File: src/sv/mqrm_pkg.sv
// Shared types and codes for the multi-queue ring manager.
// Used by the controller, the datapath and the top level; depends on nothing.
package mqrm_pkg;

    // Default geometry: number of queues and slots per queue.
    localparam int QUEUES_DEF = 8;
    localparam int DEPTH_DEF  = 16;

    // Request modes.
    localparam logic [1:0] MODE_ALLOC   = 2'd0;
    localparam logic [1:0] MODE_PUSH    = 2'd1;
    localparam logic [1:0] MODE_POP     = 2'd2;
    localparam logic [1:0] MODE_RELEASE = 2'd3;

    // Result status codes.
    localparam logic [2:0] ST_OK         = 3'd0;
    localparam logic [2:0] ST_INVALID    = 3'd1;
    localparam logic [2:0] ST_NOT_IN_USE = 3'd2;
    localparam logic [2:0] ST_EMPTY      = 3'd3;
    localparam logic [2:0] ST_FULL       = 3'd4;
    localparam logic [2:0] ST_NO_FREE    = 3'd5;

    // One request item.
    typedef struct packed {
        logic [1:0]         mode;
        logic [3:0]         queue_id;
        logic signed [31:0] element_id;
        logic [63:0]        payload_ref;
    } req_t;

    // One result item.
    typedef struct packed {
        logic [2:0]         status;
        logic [3:0]         granted_queue;
        logic signed [31:0] popped_id;
        logic [63:0]        popped_payload;
    } rsp_t;

    // Commands from the controller to the datapath.
    typedef struct packed {
        logic load;     // capture the incoming request
        logic exec;     // decide and update queue state
        logic pop_out;  // deliver the entry read from the store
    } cmd_t;

    // Status from the datapath to the controller.
    typedef struct packed {
        logic pop_read; // the current request is a pop that reads the store
    } sts_t;

endpackage

File: src/sv/mqrm_ctrl.sv
// Controller state machine of the multi-queue ring manager.
// Depends on mqrm_pkg for the command and status structs.
module mqrm_ctrl (
    input  logic           clk,
    input  logic           rst_n,
    input  logic           start,
    output logic           busy,
    input  mqrm_pkg::sts_t sts,
    output mqrm_pkg::cmd_t cmd
);

    typedef enum logic [1:0] {
        S_IDLE,
        S_EXEC,
        S_POPOUT
    } state_t;

    state_t state_reg;
    state_t state_next;
    logic   busy_reg;
    logic   busy_next;

    // Next state and registered busy flag.
    always_comb
    begin
        state_next = state_reg;
        busy_next  = busy_reg;
        case (state_reg)
            S_IDLE:
            begin
                if (start)
                begin
                    state_next = S_EXEC;
                    busy_next  = 1'b1;
                end
            end
            S_EXEC:
            begin
                if (sts.pop_read)
                begin
                    state_next = S_POPOUT;
                end
                else
                begin
                    state_next = S_IDLE;
                    busy_next  = 1'b0;
                end
            end
            S_POPOUT:
            begin
                state_next = S_IDLE;
                busy_next  = 1'b0;
            end
            default:
            begin
                state_next = S_IDLE;
                busy_next  = 1'b0;
            end
        endcase
    end

    // State register and registered outputs.
    always_ff @(posedge clk or negedge rst_n)
    begin
        if (!rst_n)
        begin
            state_reg <= S_IDLE;
            busy_reg  <= 1'b0;
        end
        else
        begin
            state_reg <= state_next;
            busy_reg  <= busy_next;
        end
    end

    // Commands decoded from the state.
    always_comb
    begin
        cmd.load    = (state_reg == S_IDLE) && start;
        cmd.exec    = (state_reg == S_EXEC);
        cmd.pop_out = (state_reg == S_POPOUT);
    end

    assign busy = busy_reg;

endmodule

File: config.mk
export PLATFORM = sky130hd
export DESIGN_NAME = mqrm_ctrl
export DESIGN_NICKNAME = d
export VERILOG_FILES = /design/src/sv/mqrm_pkg.sv /design/src/sv/mqrm_ctrl.sv
export SDC_FILE = /design/constraint.sdc
export NUM_CORES = 1
export LEC_CHECK = 0
export ABC_AREA = 1
export BUFFER_PORTS_ARGS = -buffer_cell sky130_fd_sc_hd__buf_2
export CORE_AREA = 4 4 41 43
export CTS_CLUSTER_DIAMETER = 200
export DETAILED_ROUTE_END_ITERATION = 10
export DIE_AREA = 0 0 45 47
export GPL_TIMING_DRIVEN = 0
export PLACE_DENSITY = 0.3
export SYNTH_ARGS = -nofsm -noshare
export SYNTH_HDL_FRONTEND = slang
export SYNTH_SLANG_ARGS = --single-unit
export TNS_END_PERCENT = 20
File: constraint.sdc
create_clock -name clk -period 0.9 [get_ports clk]
set_input_delay 0.18 -clock clk [delete_from_list [all_inputs] [get_ports clk]]
set_output_delay 0.18 -clock clk [all_outputs]
set_load 0.005 [all_outputs]
### Word level (Yosys, flattened, before mapping)

Cells that the tools add are included.

* input bits: 4
* word-level logic and storage cells: 15
* bits in registers: 3
* output and inout port bits: 4

* reductions and logical operators: 3
* mux-type cells: 6
* eq/ne operators: 4

Operators with widths (number)
* 2-bit two-way mux: 2
* 2-bit != test (second input constant): 2
* 2-bit case mux with 2 select lines: 1
* 2-bit by 1-bit == test with 1-bit output (second input constant): 1
* 2-bit == test (second input constant): 1
* 2-bit logical NOT: 1
* 1-bit two-way mux: 2
* 1-bit case mux with 2 select lines: 1
* 2-bit AND reduction: 1
* 1-bit logical AND: 1

### Logic depth before layout (Yosys ltp)

* depth after elaboration: 3
* mapped depth: 3
* depth with buffers taken out: 3

### Least setup slack after synthesis

OpenSTA, ideal clock, no wires.

* path kind: register -> output
* from: register state_reg[0]
* to: output port cmd[2] (netlist bit)
* stages on the path, launching flop included: 4
* arrival: 0.583 ns
* data required time: 0.720 ns
* slack: 0.137 ns
* path buffers: 0
* cell sequence: dfrtp_1 -> inv_2 -> nand3_2 -> inv_1

RTL lines
* from (decl): line mqrm_ctrl.sv:18 `state_t state_reg;`
* from (signal assigned): line mqrm_ctrl.sv:72 `state_reg <= state_next;`
* to (decl): line mqrm_ctrl.sv:9 `output mqrm_pkg::cmd_t cmd`

==> run summary <==
- leakage component of the power: 0.145 nW
- fraction of synthesized cell area in xor and xnor cells: 0%
- CTS Sinks: 3
- global-route wire length before repair: 538 µm
- FMAX: 0.908 GHz
- violations in the final reports: setup timing
- IR Drop Worst-Case VDD: 551 µV
- via count normalized by instance count: 3.27
- Final Setup Violations: 5
- worst path arrival time: 0.92 ns
- # Max-Cap Violations: 0
- post-synthesis cell count: 14
- r2r setup slk: -0.09 ns
- number of antenna violations at the first check in global routing: 0
- Setup Skew: 0.00365 ns
- Worst Path Class, Setup: register to output port
- reg-to-reg endpoint: busy
- synthesized area: 131 µm²
- TritonCTS Buffers: 3
- number of buffers added on ports: 7
- number of unique standard cell types used by synthesis: 8
- cell chosen for the clock root: clkbuf_4
- share of the synthesized area in the top cell type: 57.1%
- count of antenna-violating nets left after detailed routing: 0
- floorplan die height: 47 µm
- Vias: 144
- Worst R2R Path Depth: 5
- RePlAce Congestion: 0.677
- area of the die: 2120 µm²
- Total Routing Usage GR: 4.20%
- share of final-layout standard cells stronger than drive strength 1: 62.1%
- average instance area after synthesis: 9.38 µm²
- number of register bits inferred by synthesis: 3
- capturing instance or port of the critical path: cmd[2]
- start point of the critical path: state_reg[0]
- DR WL/cell: 7.73 µm
- signed area change from the synthesized netlist to the final layout: 88.6%
- post-synthesis share of cell area spent on and, or, nand and nor gates: 19.0%
- CP Data Required Time: 0.72 ns
- Total Wirelength: 340 µm
- worst reg2reg path startpoint: state_reg[0]
- headroom to the max-slew limit: 88.4%
- detailed-routing iteration count for the pre-antenna-repair pass: 4
- period utilisation layout: 122%
- footprint of the multi-input gates: 41.3 µm²
- clock latency on the worst-skew pair: 0.23 ns
- clock tree from TritonCTS: built
- post-synthesis mux area share: 0%
- startpoint type of the worst setup path: register
- Critical Path Fanout Max: 3
- post-CTS clock slew at the launch and capture registers of the worst setup and hold paths: 0.04 ns
- main combinational cell family by area after synthesis: simple AND/OR/NAND/NOR gates
- fraction of the mapped netlist area in adder cells: 0%
- filler-free cell count of the finished design: 44
- number of hold violations in the final report: 0
- placeable core region: 1300 µm²
- sequential cell area: 75.1 µm²
- maximum number of pins on one net before global-route repair: 4
- number of pins with negative max-slew slack in the final report: 0
- worst hold path type: input pin to register
- Power per Cell Area: 2000 nW/µm²
- Setup crit end kind: output port
- Post-Synthesis Net Count: 18
- First DRT Iteration DRCs: 3
- standard-cell row count: 13
- fillcell total: 159
- Initial Utilization: 10.1%
- Seq/Total Area, Yosys: 57.1%
- run status: complete, but fails checks
- post-route worst setup slack: -0.201 ns
- maximum count of clock buffers along a single path: 2
- leading post-synthesis cells by cell area: dfrtp_1 (57%), inv_1 (8.6%), nand3_2 (7.6%)
- total DRC errors in the routed layout: 0
- pin slew with the least headroom to its limit: 0.173 ns
- top cell type by total area after synthesis: dfrtp_1
- Final nets: 34
- RSZ-0062 raised after global routing: true
- total number of yosys warnings: 0
- fraction of the mapped netlist area in compound gates: 9.52%
- total power: 0.496 mW
- boundary pin count: 8
- horizontal die dimension: 45 µm
- number of flip-flops under the largest register name: 2
- final global-route overflow total: 0
- via count of the first global-routing pass: 139
- Placed Cells: 36
- final critical delay including setup and external delays: 1.10 ns
- CTS H-tree depth: 1
- final antenna diode count: 0
[what timing repair did]
| item | CTS | global route |
|---|---|---|
| gates resized for setup | 0 | 1 |
| hold buffers | 1 | 0 |
| hold endpoints to repair | 3 | 0 |
| setup buffers | 2 | 1 |
| pin swaps | 1 | 1 |
| setup endpoints to repair | 4 | 5 |
[power by group]
group	internal, mW	leakage, nW	switching [mW]
logic	0.0520	0.0919	0.0420
clock network	0.167	0.0150	0.0745
registers	0.152	0.0379	0.00928
[cell families after synthesis]
| group | count (synthesis) |
|---|---|
| AOI/OAI and AO/OA | 2 |
| DFF | 3 |
| and+or+nand+nor | 4 |
| buffers and inverters | 5 |
[placed cells by master, fill, tap and decap left out]
cell type and n:
buf_4 3, clkbuf_4 3, clkbuf_1 1, nor2_1 2, buf_2 7, a21oi_2 1, inv_1 3, dfrtp_1 3
nand3_2 1, inv_2 2, and3_2 1, o21bai_1 1, dlygate4sd3_1 1
[area by class of cell]
type	instances	area share, %
Multi-Input combinational cell	6	16.7
Inverter	5	7.58
Clock buffer	4	10.6
Tap cell	15	7.58
Sequential cell	3	30.3
Timing Repair Buffer	11	27.3
[worst min-delay path by stage]
stage                     depth (start not counted)  startpoint  slack, ns            to
final                                             2         sts       0.24  state_reg[1]
after global routing                              2         sts       0.25  state_reg[1]
after CTS                                         2         sts       0.24  state_reg[1]
after detailed placement                          1       rst_n      -0.02          busy
after global placement                            1       rst_n      -0.02          busy
after floorplan                                   0       rst_n      -0.12          busy
[per-stage QoR]
| stage | util, % | hold slack [ns] | setup slack, ns | area (µm²) | TNS, ns |
|---|---|---|---|---|---|
| 5_1_grt | 19.0 | 0.248 | -0.265 | 248 | -0.882 |
| 6_report | 19.0 | 0.242 | -0.201 | 248 | -0.561 |
| 2_1_floorplan | - | -0.116 | 0.137 | 131 | 0 |
| 4_1_cts | 18.2 | 0.238 | -0.205 | 236 | -0.500 |
| 3_5_place_dp | 14.2 | -0.0196 | 0.0154 | 185 | 0 |
| 3_3_place_gp | 14.2 | -0.0236 | 0.0251 | 185 | 0 |
[critical path: stages, from the launching register on]
cell,delay [ns]
dfrtp_1,0.39
inv_2,0.08
nand3_2,0.08
inv_1,0.05
buf_2,0.10
[synthesized netlist by cell type]
library cell,number
inv_2,2
nand3_2,1
a21oi_1,1
dfrtp_1,3
inv_1,3
nor2_1,2
o21bai_1,1
and3_2,1
[per-layer routing]
layer	GRT usage [%]	vias up	share of wire, %	routed length (µm)
met2	3.95	8	29	97
met4	1.75	0	1.8	6
li1	-	73	-	-
met5	0	-	0	0
met3	6.51	2	20	69
met1	4.35	61	49	167
No activity file was read; power rests on OpenSTA's default activity.
